`src/rtl/wait_slot_release_table_unit_defines.svh`:
```
// Assertion macros shared by the wait slot release table RTL.
// Expects clk and rst_n in the scope of use.
`ifndef WAIT_SLOT_RELEASE_TABLE_UNIT_DEFINES_SVH
`define WAIT_SLOT_RELEASE_TABLE_UNIT_DEFINES_SVH

// Same-cycle implication.
`define WSRT_ASSERT_NOW(lbl, ante, cons, msg) \
    lbl: assert property (@(posedge clk) disable iff (!rst_n) (ante) |-> (cons)) \
        else $error(msg);

// Next-cycle implication.
`define WSRT_ASSERT_NEXT(lbl, ante, cons, msg) \
    lbl: assert property (@(posedge clk) disable iff (!rst_n) (ante) |=> (cons)) \
        else $error(msg);

`endif

```
`src/rtl/wsrt_pkg.sv`:
```
// Package for the wait slot release table: word types, request token
// handed along the slot chain, and request/status/slot-state codes.
package wsrt_pkg;

    localparam int REASON_W = 16;
    localparam int SLOT_W   = 4;
    localparam int MASK_W   = 16;
    localparam int COUNT_W  = 5;

    // request kinds
    localparam logic [1:0] REQ_ADD     = 2'd0;
    localparam logic [1:0] REQ_REL_ONE = 2'd1;
    localparam logic [1:0] REQ_REL_ALL = 2'd2;
    localparam logic [1:0] REQ_DEPART  = 2'd3;

    // result status codes
    localparam logic [1:0] ST_OK      = 2'd0;
    localparam logic [1:0] ST_NONE    = 2'd1;
    localparam logic [1:0] ST_FULL    = 2'd2;
    localparam logic [1:0] ST_NO_SLOT = 2'd3;

    // slot states
    localparam logic [1:0] SLOT_FREE     = 2'd0;
    localparam logic [1:0] SLOT_ACTIVE   = 2'd1;
    localparam logic [1:0] SLOT_RELEASED = 2'd2;

    // register index
    localparam logic REG_ALL_REASON = 1'b0;

    typedef struct packed {
        logic [1:0]          req_type;
        logic [REASON_W-1:0] reason;
        logic [SLOT_W-1:0]   slot_index;
    } wsrt_in_t;

    typedef struct packed {
        logic [1:0]         status;
        logic [SLOT_W-1:0]  slot_out;
        logic [MASK_W-1:0]  woken_mask;
        logic               was_released;
        logic [COUNT_W-1:0] active_count;
    } wsrt_out_t;

    // request token passed from cell to cell
    typedef struct packed {
        logic                valid;
        logic [1:0]          kind;
        logic [REASON_W-1:0] reason;
        logic                all_hit;
        logic [SLOT_W-1:0]   idx;
        logic                found;
        logic [SLOT_W-1:0]   slot;
        logic                was;
    } wsrt_tok_t;

endpackage

```
`src/rtl/wsrt_cell.sv`:
```
// One waiter slot of the chain: holds slot state and reason, acts on the
// token as it passes and hands it on through its token register. Uses wsrt_pkg.
module wsrt_cell
    import wsrt_pkg::*;
#(
    parameter int INDEX = 0,
    parameter int RW    = 16
)
(
    input  logic      clk,
    input  logic      rst_n,
    input  wsrt_tok_t tok_in,
    output wsrt_tok_t tok_out,
    output logic      woken
);

    localparam logic [SLOT_W-1:0] IDX_CODE = SLOT_W'(INDEX);
    localparam bit                IN_RANGE = INDEX < (1 << SLOT_W);

    logic [1:0]    status_reg;
    logic [1:0]    status_next;
    logic [RW-1:0] reason_reg;
    logic [RW-1:0] reason_next;
    logic          woken_reg;
    logic          woken_next;
    wsrt_tok_t     tok_reg;
    wsrt_tok_t     tok_next;
    logic          hit;

    assign hit = (status_reg == SLOT_ACTIVE) &&
                 ((reason_reg == tok_in.reason[RW-1:0]) || tok_in.all_hit);

    always_comb
    begin
        tok_next    = tok_in;
        status_next = status_reg;
        reason_next = reason_reg;
        woken_next  = woken_reg;
        if (tok_in.valid)
        begin
            woken_next = 1'b0;
            case (tok_in.kind)
                REQ_ADD:
                begin
                    if (status_reg == SLOT_FREE && !tok_in.found)
                    begin
                        status_next    = SLOT_ACTIVE;
                        reason_next    = tok_in.reason[RW-1:0];
                        tok_next.found = 1'b1;
                        tok_next.slot  = IDX_CODE;
                    end
                end
                REQ_REL_ONE:
                begin
                    if (hit && !tok_in.found)
                    begin
                        status_next    = SLOT_RELEASED;
                        woken_next     = 1'b1;
                        tok_next.found = 1'b1;
                        tok_next.slot  = IDX_CODE;
                    end
                end
                REQ_REL_ALL:
                begin
                    if (hit)
                    begin
                        status_next = SLOT_RELEASED;
                        woken_next  = 1'b1;
                    end
                end
                REQ_DEPART:
                begin
                    if (IN_RANGE && tok_in.idx == IDX_CODE && status_reg != SLOT_FREE)
                    begin
                        status_next    = SLOT_FREE;
                        tok_next.found = 1'b1;
                        tok_next.was   = (status_reg == SLOT_RELEASED);
                    end
                end
                default:
                begin
                    tok_next.valid = 1'b0;
                end
            endcase
        end
    end

    always_ff @(posedge clk or negedge rst_n)
    begin
        if (!rst_n)
        begin
            status_reg <= SLOT_FREE;
            woken_reg  <= 1'b0;
            tok_reg    <= '0;
        end
        else
        begin
            status_reg <= status_next;
            woken_reg  <= woken_next;
            tok_reg    <= tok_next;
        end
    end

    // reason is only read while the slot is occupied
    always_ff @(posedge clk)
    begin
        reason_reg <= reason_next;
    end

    assign tok_out = tok_reg;
    assign woken   = woken_reg;

endmodule

```
`src/rtl/wait_slot_release_table_unit.sv`:
```
// Top level of the wait slot release table: input/output words, APB
// register, token head, chain of wsrt_cell slots and result register.
// Uses wsrt_pkg and wait_slot_release_table_unit_defines.svh.
//
//   channel   direction  handshake          payload
//   in        to block   in_valid/in_stall  in_data   (wsrt_in_t)
//   out       from block out_valid/out_stall out_data (wsrt_out_t)
//   config    to block   APB psel/penable   paddr/pwdata/prdata
//
// A word walks the slot chain one cell per cycle: out_valid rises once the word
// has passed the head register, the SLOTS cells and the result register.
// One request is in flight at a time; in_stall is high until the result
// has been taken, so the block takes no new word while one is in flight.
// out_stall holds the result word in its register.
// Reset frees every slot and clears the count; no clearing pass is needed.
`include "wait_slot_release_table_unit_defines.svh"

module wait_slot_release_table_unit
    import wsrt_pkg::*;
#(
    parameter int SLOTS       = 16,
    parameter int REASON_BITS = 16
)
(
    input  logic        clk,
    input  logic        rst_n,
    input  logic        in_valid,
    output logic        in_stall,
    input  wsrt_in_t    in_data,
    output logic        out_valid,
    input  logic        out_stall,
    output wsrt_out_t   out_data,
    input  logic        psel,
    input  logic        penable,
    input  logic        pwrite,
    input  logic [2:0]  paddr,
    input  logic [31:0] pwdata,
    output logic [31:0] prdata,
    output logic        pready
);

    localparam int RW    = (REASON_BITS >= REASON_W) ? REASON_W : REASON_BITS;
    localparam int CNT_W = $clog2(SLOTS + 1);
    localparam logic [REASON_W-1:0] RMASK = REASON_W'((64'd1 << RW) - 64'd1);

    typedef enum logic [2:0] {
        S_IDLE = 3'b001,
        S_RUN  = 3'b010,
        S_DONE = 3'b100
    } state_t;

    state_t              state_reg;
    state_t              state_next;
    logic [REASON_W-1:0] all_code_reg;
    logic [CNT_W-1:0]    count_reg;
    logic [CNT_W-1:0]    count_next;
    wsrt_tok_t           head_reg;
    wsrt_tok_t           head_next;
    wsrt_out_t           out_reg;
    wsrt_out_t           out_next;
    wsrt_tok_t           tok_w [SLOTS+1];
    logic [SLOTS:0]      tok_vld;
    logic [SLOTS-1:0]    woken_w;
    logic [MASK_W-1:0]   mask_w;
    logic                in_accept;
    logic                cfg_write;
    logic [REASON_W-1:0] r_masked;
    wsrt_tok_t           tail;

    // APB register
    assign pready    = 1'b1;
    assign cfg_write = psel && penable && pwrite;
    assign prdata    = (paddr[2] == REG_ALL_REASON) ? {16'd0, all_code_reg} : 32'd0;

    always_ff @(posedge clk or negedge rst_n)
    begin
        if (!rst_n)
        begin
            all_code_reg <= 16'hFFFF;
        end
        else if (cfg_write && paddr[2] == REG_ALL_REASON)
        begin
            all_code_reg <= pwdata[REASON_W-1:0];
        end
    end

    // head of the chain
    assign in_stall  = (state_reg != S_IDLE);
    assign in_accept = in_valid && !in_stall;
    assign r_masked  = in_data.reason & RMASK;

    always_comb
    begin
        head_next         = '0;
        head_next.valid   = in_accept;
        head_next.kind    = in_data.req_type;
        head_next.reason  = r_masked;
        head_next.all_hit = (r_masked == (all_code_reg & RMASK));
        head_next.idx     = in_data.slot_index;
    end

    assign tok_w[0] = head_reg;

    genvar gi;
    generate
        for (gi = 0; gi < SLOTS; gi++)
        begin : g_cell
            wsrt_cell #(
                .INDEX (gi),
                .RW    (RW)
            ) u_cell (
                .clk     (clk),
                .rst_n   (rst_n),
                .tok_in  (tok_w[gi]),
                .tok_out (tok_w[gi+1]),
                .woken   (woken_w[gi])
            );
        end
        for (gi = 0; gi <= SLOTS; gi++)
        begin : g_vld
            assign tok_vld[gi] = tok_w[gi].valid;
        end
        for (gi = 0; gi < MASK_W; gi++)
        begin : g_mask
            if (gi < SLOTS)
            begin : g_bit
                assign mask_w[gi] = woken_w[gi];
            end
            else
            begin : g_zero
                assign mask_w[gi] = 1'b0;
            end
        end
    endgenerate

    assign tail = tok_w[SLOTS];

    // gather the result when the token leaves the last cell
    always_comb
    begin
        out_next   = '0;
        count_next = count_reg;
        case (tail.kind)
            REQ_ADD:
            begin
                if (tail.found)
                begin
                    out_next.slot_out = tail.slot;
                    count_next        = count_reg + CNT_W'(1);
                end
                else
                begin
                    out_next.status = ST_FULL;
                end
            end
            REQ_REL_ONE:
            begin
                if (tail.found)
                begin
                    out_next.slot_out   = tail.slot;
                    out_next.woken_mask = mask_w;
                end
                else
                begin
                    out_next.status = ST_NONE;
                end
            end
            REQ_REL_ALL:
            begin
                if (count_reg == '0)
                begin
                    out_next.status = ST_NONE;
                end
                else
                begin
                    out_next.woken_mask = mask_w;
                end
            end
            REQ_DEPART:
            begin
                out_next.slot_out = tail.idx;
                if (tail.found)
                begin
                    out_next.was_released = tail.was;
                    if (count_reg != '0)
                    begin
                        count_next = count_reg - CNT_W'(1);
                    end
                end
                else
                begin
                    out_next.status = ST_NO_SLOT;
                end
            end
            default:
            begin
                out_next.status = ST_NONE;
            end
        endcase
        out_next.active_count = COUNT_W'(count_next);
    end

    always_comb
    begin
        state_next = state_reg;
        case (state_reg)
            S_IDLE:
            begin
                if (in_accept)
                begin
                    state_next = S_RUN;
                end
            end
            S_RUN:
            begin
                if (tail.valid)
                begin
                    state_next = S_DONE;
                end
            end
            S_DONE:
            begin
                if (!out_stall)
                begin
                    state_next = S_IDLE;
                end
            end
            default:
            begin
                state_next = S_IDLE;
            end
        endcase
    end

    always_ff @(posedge clk or negedge rst_n)
    begin
        if (!rst_n)
        begin
            state_reg <= S_IDLE;
            count_reg <= '0;
            head_reg  <= '0;
        end
        else
        begin
            state_reg <= state_next;
            head_reg  <= head_next;
            if (tail.valid)
            begin
                count_reg <= count_next;
            end
        end
    end

    always_ff @(posedge clk)
    begin
        if (tail.valid)
        begin
            out_reg <= out_next;
        end
    end

    assign out_valid = (state_reg == S_DONE);
    assign out_data  = out_reg;

    `WSRT_ASSERT_NOW(a_count_range, 1'b1, count_reg <= CNT_W'(SLOTS), "count above slot total")
    `WSRT_ASSERT_NOW(a_one_token, 1'b1, $onehot0(tok_vld), "more than one token in chain")
    `WSRT_ASSERT_NEXT(a_accept_head, in_accept, head_reg.valid, "accepted word not at chain head")
    `WSRT_ASSERT_NEXT(a_tail_result, tail.valid, out_valid, "chain result not presented")

endmodule

```
`config.mk`:
```
export PLATFORM = sky130hd
export DESIGN_NAME = wait_slot_release_table_unit
export DESIGN_NICKNAME = d
export VERILOG_FILES = /design/src/rtl/wsrt_pkg.sv /design/src/rtl/wsrt_cell.sv /design/src/rtl/wait_slot_release_table_unit.sv
export VERILOG_INCLUDE_DIRS = /design/src /design/src/rtl
export SDC_FILE = /design/constraint.sdc
export NUM_CORES = 1
export LEC_CHECK = 0
export BUFFER_PORTS_ARGS = -buffer_cell sky130_fd_sc_hd__buf_2
export CAP_MARGIN = 40
export CORE_ASPECT_RATIO = 1.75
export CORE_UTILIZATION = 40
export CTS_CLUSTER_DIAMETER = 120
export DETAILED_ROUTE_END_ITERATION = 16
export PLACE_DENSITY_LB_ADDON = 0.08
export SLEW_MARGIN = 15
export SYNTH_ARGS = -nofsm -noshare
export SYNTH_HDL_FRONTEND = slang
export SYNTH_SLANG_ARGS = --single-unit
```
`constraint.sdc`:
```
create_clock -name clk -period 2.4 [get_ports clk]
set_input_delay 0.36 -clock clk [delete_from_list [all_inputs] [get_ports clk]]
set_output_delay 0.36 -clock clk [all_outputs]
set_load 0.05 [all_outputs]
```
---- After elaboration in Yosys (flattened, before gate mapping) ----
Cells that the tools add are included.
W data, S select, Z words.
cells by class
  add/sub/neg operators ................... 2
  eq/ne operators ......................... 185
  reductions and logical operators ........ 185
  bitwise gates (word level) .............. 1
  multiplexer cells ....................... 289
operators with widths
  cell                  number
  $eq A16 B16 Y1        17
  $mux W5               35
  $mux W2               65
  $ne A2 B1 Y1 const B  64
  $pmux W2 S4           16
  $pmux W4 S2           16
  $eq A2 B2 Y1 const B  50
  $mux W1               98
  $mux W6               16
  $reduce_and A5 Y1     15
  $eq A2 B1 Y1 const B  33
  $logic_and A1 B1 Y1   66
  $logic_not A2 Y1      33
  $reduce_and A3 Y1     17
  $pmux W1 S3           16
  $eq A4 B4 Y1 const B  8
  $mux W16              2
  $pmux W16 S2          1
  $reduce_bool A2 Y1    16
  $pmux W1 S2           15
  $mux W20              1
  $eq A4 B3 Y1 const B  4
  $logic_not A1 Y1      16
  $logic_or A1 B1 Y1    16
  other kinds (22)      26
word-level totals
  bits in registers ....................... 843
  output and inout port bits .............. 63
  input bits .............................. 64

---- Longest topological paths before layout ----
Gate-level depths: netlist of run 1.
  depth after elaboration ................. 7
  gate-level depth with buffers ........... 8
  mapped depth without buffers ............ 8

---- By module ----
From an unflattened synthesis of run 1, not the netlist that was laid out.
unflattened totals
  cells, all modules ...................... 2,187
  area total of the unflattened synthesis .. 32,596.3 um^2
by module, submodules not included
  module                             area an instance (um^2)  times used  sequential area each (um^2)  cells each
  wsrt_cell (g_cell[11].u_cell ...)  1,813.0                  4           1,306.3                      117
  wsrt_cell (g_cell[1].u_cell ...)   1,898.1                  2           1,306.3                      128
  wsrt_cell (g_cell[5].u_cell ...)   1,793.0                  2           1,306.3                      113
  wait_slot_release_table_unit       3,499.6                  1           2,063.2                      293
  wsrt_cell (g_cell[8].u_cell)       1,825.5                  1           1,306.3                      119
  wsrt_cell (g_cell[12].u_cell)      1,823.0                  1           1,306.3                      122
  wsrt_cell (g_cell[10].u_cell)      1,821.7                  1           1,306.3                      121
  wsrt_cell (g_cell[0].u_cell)       1,815.5                  1           1,306.3                      118
  wsrt_cell (g_cell[4].u_cell)       1,804.2                  1           1,306.3                      119
  wsrt_cell (g_cell[15].u_cell)      1,791.7                  1           1,306.3                      119
  wsrt_cell (g_cell[3].u_cell)       1,791.7                  1           1,306.3                      113
  wsrt_cell (g_cell[9].u_cell)       1,789.2                  1           1,306.3                      113

---- Worst setup path after synthesis of run 1 ----
OpenSTA, ideal clock, no wires.
  path kind ............................... reg-to-reg
  start ................................... reg g_cell[9].u_cell.tok_reg, in the netlist g_cell[9].u_cell.tok_out[27]
  end ..................................... reg g_cell[10].u_cell.reason_reg[0] (enable)
  period minus slack after synthesis ...... 2.549 ns
  data arrival time ....................... 2.131 ns
  buffers on the path ..................... 0
  stages on the path, launching flop included .. 5
  slack ................................... -0.149 ns
  cells stage by stage .................... dfrtp_1 -> inv_1 -> ha_1 -> nand2_1 -> nor3b_1
between the ends
  word-level cells in the longest chain between the ends .. 2
ends and longest elaborated chain
  what                                RTL line          text
  start, declared                     wsrt_cell.sv:26   wsrt_tok_t tok_reg;
  start signal, assigned              wsrt_cell.sv:100  tok_reg <= tok_next;
  $logic_not A2 Y1                    wsrt_cell.sv:42   case (tok_in.kind)
  $reduce_and A3 Y1 (no source line)  -
  end signal, assigned                wsrt_cell.sv:107  reason_reg <= reason_next;
  end, declared                       wsrt_cell.sv:22   logic [RW-1:0] reason_reg;
No other way between the ends.
A chain may end at the register's enable or synchronous reset.

==> impl_metrics.json, run 1 <==
{
  "status": "finished clean",
  "max_cap_viol_count": 0,
  "dpl-instance-area_um2": 33600,
  "post-place-cells": 3293,
  "synth_top_area_share_pct": 42.6,
  "die_h_um": 370,
  "vias_per_cell": 4.83,
  "area_delta_synth_final_pct": 18.9,
  "ys_seq_area_share_pct": 71.6,
  "die_w_um": 212,
  "totalWireLength_um": 59100,
  "fin_crit_ps": 2250,
  "hold_viol": 0,
  "synth_area_um2": 30900,
  "h-tree-depth": 3,
  "synth_cell_types": 66,
  "slew_headroom_pct": 42.0,
  "criticalPathCategory": "reg2reg",
  "portBuffers": 91,
  "grtUsageMet2_pct": 33.8,
  "fin_ws_ps": 149,
  "slew_viol_final": 0,
  "drtIter0Drc": 907,
  "synth_warnings": 0,
  "vias": 16826,
  "yosys_register_bits": 828,
  "synth.avg_cell_area_um2": 14.9,
  "grt_pass1_vias": 18496,
  "tritoncts": "done",
  "fmax_mhz": 444,
  "start_kind": "flop",
  "synth-async-reset-ratio_pct": 65.7,
  "fillers": 6714,
  "rows": 134,
  "initial_core_util_pct": 40.5,
  "tns_ps": 0,
  "final-setup-viol-count": 0,
  "dieArea_um2": 78500,
  "dp_hpwl_um": 43100,
  "drt_pass1_iterations": 5,
  "grtUsageTotal_pct": 15.7,
  "synth_largest_area_cell": "dfrtp_1",
  "drive_gt1_share_pct": 15.7,
  "final_cells": 3481,
  "clk_latency_ps": 640,
  "cp_data_required_time_ps": 2910,
  "leakage_uw": 0.0153,
  "synth_ff_type": "dfrtp_1",
  "antenna_found_initial": 0,
  "dp_slack_ps": -24.4,
  "largest_reg_flops": 448,
  "clockBufferDepth": 3,
  "rsz0062_at_grt": "no",
  "boundaryPins": 127,
  "coreArea_um2": 76500,
  "drc": 0,
  "fin_skew_ps": 22.0,
  "grt.busiest_layer": "met2",
  "cts_sinks": 828,
  "overflow": 0,
  "power.density_nw_per_um2": 936,
  "synthCells": 2083,
  "finalPower_uw": 34400,
  "grt_max_degree": 78,
  "yosys-top-cells-area": "dfrtp_1, edfxtp_1, xor2_1",
  "hold_class": "in2reg",
  "tightest_slew_ps": 858,
  "nets": 2545,
  "ant_nets": 0,
  "clockRootBuffer": "clkbuf_16",
  "synth-edff-count": 284,
  "final_area_um2": 36800,
  "grt.met3_usage_pct": 2.13,
  "arrival_ps": 2760,
  "cts_made_buffers": 79,
  "finalCritPeriodShare_pct": 93.8,
  "use_met1_pct": 13.4,
  "clkTransAtPathRegs_ps": 60,
  "post_cts_buffers": 0,
  "grt_first_pass_wirelength_um": 95000,
  "place_congestion": 0.861,
  "wl_per_cell_um": 17.0,
  "path_max_fanout": 2,
  "ir_worst_vdd_mv": 0.697,
  "crit_path_end_kind": "flop"
}
## final timing paths
kind | startpoint | to | slack (ps) | cells after the start
worst min-delay path | out_stall | state_reg[0]$_DFFE_PN1P_ | 70 | 4
max in group asynchronous | rst_n | g_cell[4].u_cell.tok_out[9]$_DFF_PN0_ | 1240 | 4
min in group asynchronous | rst_n | g_cell[13].u_cell.tok_out[15]$_DFF_PN0_ | 260 | 2
worst max-delay path | g_cell[11].u_cell.tok_out[15]$_DFF_PN0_ | g_cell[12].u_cell.tok_out[2]$_DFF_PN0_ | 150 | 9
worst min register to register | g_cell[0].u_cell.tok_out[7]$_DFF_PN0_ | g_cell[1].u_cell.tok_out[7]$_DFF_PN0_ | 360 | 0
worst max register to register | g_cell[11].u_cell.tok_out[15]$_DFF_PN0_ | g_cell[12].u_cell.tok_out[2]$_DFF_PN0_ | 150 | 9
## cells in the mapped netlist, drive strengths merged (6+ instances only)
cell type	count
dfrtp	527
edfxtp	284
xor2	208
inv	95
ha	87
o21ai	86
nand2	83
nor2	75
xnor2	64
nor4	63
a21oi	51
mux2	49
nor2b	48
nand2b	38
and2	26
nor3b	26
nand3	23
nand4	23
buf	19
dfstp	17
o31ai	16
a41oi	15
and3	14
clkbuf	13
nand3b	12
or2	9
nand4b	8
nor3	8
o22ai	8
a31oi	7
a22oi	6
o2111ai	6
o21a	6
## per-stage QoR
step	hold slack [ps]	utilization, %
after CTS	31.4	48.1
after detailed placement	347	43.9
after global placement	341	43.9
after global routing	75.2	48.1
final	73.8	48.1
after floorplan	64.4	-
## cells by family (layout without fill, tap and decap cells)
group                    count (synthesis)  in the layout  synth area share (%)
flip-flops                             828            828                  71.6
XOR/XNOR                               272            272                  7.70
multiplexers                            49             49                  1.78
adder cells (fa/ha/maj)                 87             87                  3.52
AND/OR/NAND/NOR                        469            469                  8.46
other                                    2             18                0.0243
buffers and inverters                  127            489                  1.75
AO/OA/AOI/OAI                          249            249                  5.14
## critical path: stages (launching register included)
cell and delay [ps]:
dfrtp_1 390, xor2_1 170, nor4_1 300, buf_4 170, a41oi_1 110, buf_4 190, or3b_1 370, o32ai_1 200
buf_4 180, nor2b_1 40
## repair_timing
| action | 4_1_cts | 5_1_grt |
|---|---|---|
| resized for setup | 1 | 5 |
| endpoints found under the hold margin | 65 | 0 |
| hold buffers | 40 | 0 |
| pin swaps | 0 | 1 |
| endpoints found under the setup margin | 2 | 8 |
## power breakdown
part           switching [uW]  internal [uW]
registers                1240          16100
logic                    2410           1550
clock network            5290           7800
total                    8940          25500
## layout by cell type (no fill, tap or decap), types with 38 or more instances in the layout
master / synthesis / layout
nor2b_1: 48 / 48
xor2_1: 208 / 208
ha_1: 87 / 87
nand2_1: 83 / 83
inv_1: 95 / 95
nor4_1: 62 / 57
nor2_1: 75 / 75
buf_4: 17 / 107
dlygate4sd3_1: 0 / 40
a21oi_1: 51 / 51
nand2b_1: 38 / 38
dfrtp_1: 527 / 527
xnor2_1: 64 / 64
buf_2: 0 / 90
clkbuf_16: 0 / 84
edfxtp_1: 284 / 284
o21ai_0: 52 / 52
## routing by layer
layer / routed length [um] / vias to the layer above / share of wire [%]
li1: - / 7926 / -
met1: 18200 / 8485 / 31
met2: 37200 / 301 / 63
met3: 1660 / 114 / 2.8
met4: 2020 / 0 / 3.4
met5: 0 / - / 0
## final cells by class
cell class	count	area [um^2]	area share, %
timing repair buffer	247	1850	5.03
antenna	1	2.50	0.00680
clock buffer	109	2290	6.21
multi-input combinational	1143	8370	22.7
sequential	828	22200	60.2
clock inverter	38	494	1.34
tap	1020	1280	3.47
inverter	95	357	0.969
Note: power is estimated with default switching activity, not from simulation.
==> inputs of run 2 (changes only) <==
BUFFER_PORTS_ARGS = unset   (was -buffer_cell sky130_fd_sc_hd__buf_2)
DONT_BUFFER_PORTS = 1   (was unset)
clock period = 2.05 ns   (was 2.4 ns; I/O delays follow)
==> impl_metrics.json, run 2 (synthesis results as in run 1) <==
{
  "largest_reg_flops": 448,
  "fin_crit_ps": 2230,
  "rr_startpoint": "g_cell[11].u_cell.tok_out[26]$_DFF_PN0_",
  "slew_headroom_pct": 37.4,
  "dp_hpwl_um": 41500,
  "r2r_cells": 9,
  "h-tree-depth": 3,
  "criticalPathCategory": "reg2reg",
  "max_cap_viol_count": 0,
  "grt_pass1_vias": 18663,
  "area_delta_synth_final_pct": 23.2,
  "grtUsageTotal_pct": 15.7,
  "ant_nets": 0,
  "dp_slack_ps": -528,
  "grt_first_pass_wirelength_um": 95200,
  "tightest_slew_ps": 927,
  "clockRootBuffer": "clkbuf_16",
  "status": "complete, but fails checks",
  "antenna_found_initial": 1,
  "r2r_end": "g_cell[12].u_cell.tok_out[4]$_DFF_PN0_",
  "hold_viol": 212,
  "fmax_mhz": 448,
  "cts_sinks": 828,
  "drc": 0,
  "finalPower_uw": 40500,
  "drt_pass1_iterations": 6,
  "cts_made_buffers": 77,
  "coreArea_um2": 76500,
  "finalCritPeriodShare_pct": 109,
  "mostFrequentLayoutCell": "dfrtp_1",
  "power.density_nw_per_um2": 1060,
  "hold_class": "in2async",
  "wl_per_cell_um": 17.0,
  "die_w_um": 212,
  "final_area_um2": 38100,
  "rsz0062_at_grt": "yes",
  "leakage_uw": 0.0157,
  "place_congestion": 0.814,
  "tritoncts": "done",
  "hold_ws_ps": -616,
  "fillers": 6622,
  "overflow": 0,
  "totalWireLength_um": 59900,
  "tns_ps": -1270,
  "r2r_setup_slack_ps": -180,
  "vias": 16997,
  "fin_skew_ps": 15.4,
  "antenna_cells": 0,
  "dpl-instance-area_um2": 33800,
  "portBuffers": 0,
  "drtIter0Drc": 722,
  "initial_core_util_pct": 40.5,
  "boundaryPins": 127,
  "clkTransAtPathRegs_ps": 60,
  "violations": "hold timing, setup timing",
  "postCtsHoldBufs": 40,
  "ir_worst_vdd_mv": 0.718,
  "drive_gt1_share_pct": 22.3,
  "critPathLaunch": "g_cell[11].u_cell.tok_out[26]$_DFF_PN0_",
  "nets": 2580,
  "clockBufferDepth": 3,
  "final_cell_mix": "dfrtp_1, edfxtp_1, buf_4, xor2_1, inv_1",
  "start_kind": "flop",
  "die_h_um": 370,
  "grt_max_degree": 545,
  "cp_data_required_time_ps": 2600,
  "dieArea_um2": 78500,
  "arrival_ps": 2780,
  "path_max_fanout": 3,
  "final-setup-viol-count": 16,
  "rows": 134,
  "clk_latency_ps": 620,
  "fin_ws_ps": -180,
  "vias_per_cell": 4.84,
  "slew_viol_final": 0,
  "crit_path_end_kind": "flop"
}
run 2: changes by cell type in the layout (fill, tap and decap cells not counted), sizes merged:
cell,delta
clkinv,-8
buf,+36
diode,-1
clkbuf,+7
bufinv,-1
run 2: worst max-delay path by stage:
stage	cells past startpoint	endpoint	slack [ps]
global route	9	g_cell[12].u_cell.tok_out[4]$_DFF_PN0_	-280
detailed placement	9	g_cell[12].u_cell.tok_out[2]$_DFF_PN0_	-530
floorplan	4	g_cell[11].u_cell.reason_reg[0]$_DFFE_PP_	70
finish	9	g_cell[12].u_cell.tok_out[4]$_DFF_PN0_	-180
global placement	9	g_cell[12].u_cell.tok_out[1]$_DFF_PN0_	-590
CTS	9	g_cell[12].u_cell.tok_out[3]$_DFF_PN0_	-250
run 2: cell type report:
| class | instances | area, um^2 | area share (%) |
|---|---|---|---|
| clock buffer | 115 | 2260 | 5.94 |
| clock inverter | 29 | 403 | 1.06 |
| inverter | 95 | 357 | 0.935 |
| multi-input combinational | 1143 | 9240 | 24.2 |
| sequential | 828 | 22200 | 58.1 |
| tap | 1020 | 1280 | 3.35 |
| timing repair buffer | 284 | 2420 | 6.35 |
run 2: timing repair:
action                     in CTS  in global routing
cloned                          0                  1
setup endpoints to repair      87                183
buffers inserted               16                  9
gates resized for setup       109                 67
pin swaps                      59                 58
hold endpoints to repair      587                212
run 2: metal layers:
layer	vias to the layer above	share of wire (%)	global-route usage [%]
met2	297	63	33.7
met1	8595	30	13.3
met3	121	3.1	2.49
met5	-	0	0
met4	0	3.6	6.89
li1	7984	-	-
run 2: power by group:
group	switching [uW]	internal, uW
registers	1860	18900
logic	2640	2280
clock network	6050	8820
total	10600	30000
run 2: stage by stage:
| step | utilization, % | instances | hold WS, ps |
|---|---|---|---|
| global route | 49.9 | 3514 | -660 |
| detailed placement | 44.2 | 3304 | 29.8 |
| CTS | 49.2 | 3501 | -653 |
| global placement | 44.2 | 3304 | 33.6 |
| finish | 49.9 | 3514 | -616 |
| floorplan | - | 2098 | 11.9 |
run 2: critical path: stages, from the launching register on:
cell and delay, ps:
dfrtp_1 390, xor2_1 190, nor4_4 350, buf_4 170, a41oi_2 110, buf_6 160, or3b_4 390, buf_6 130
o21ba_1 180, nand2b_1 70
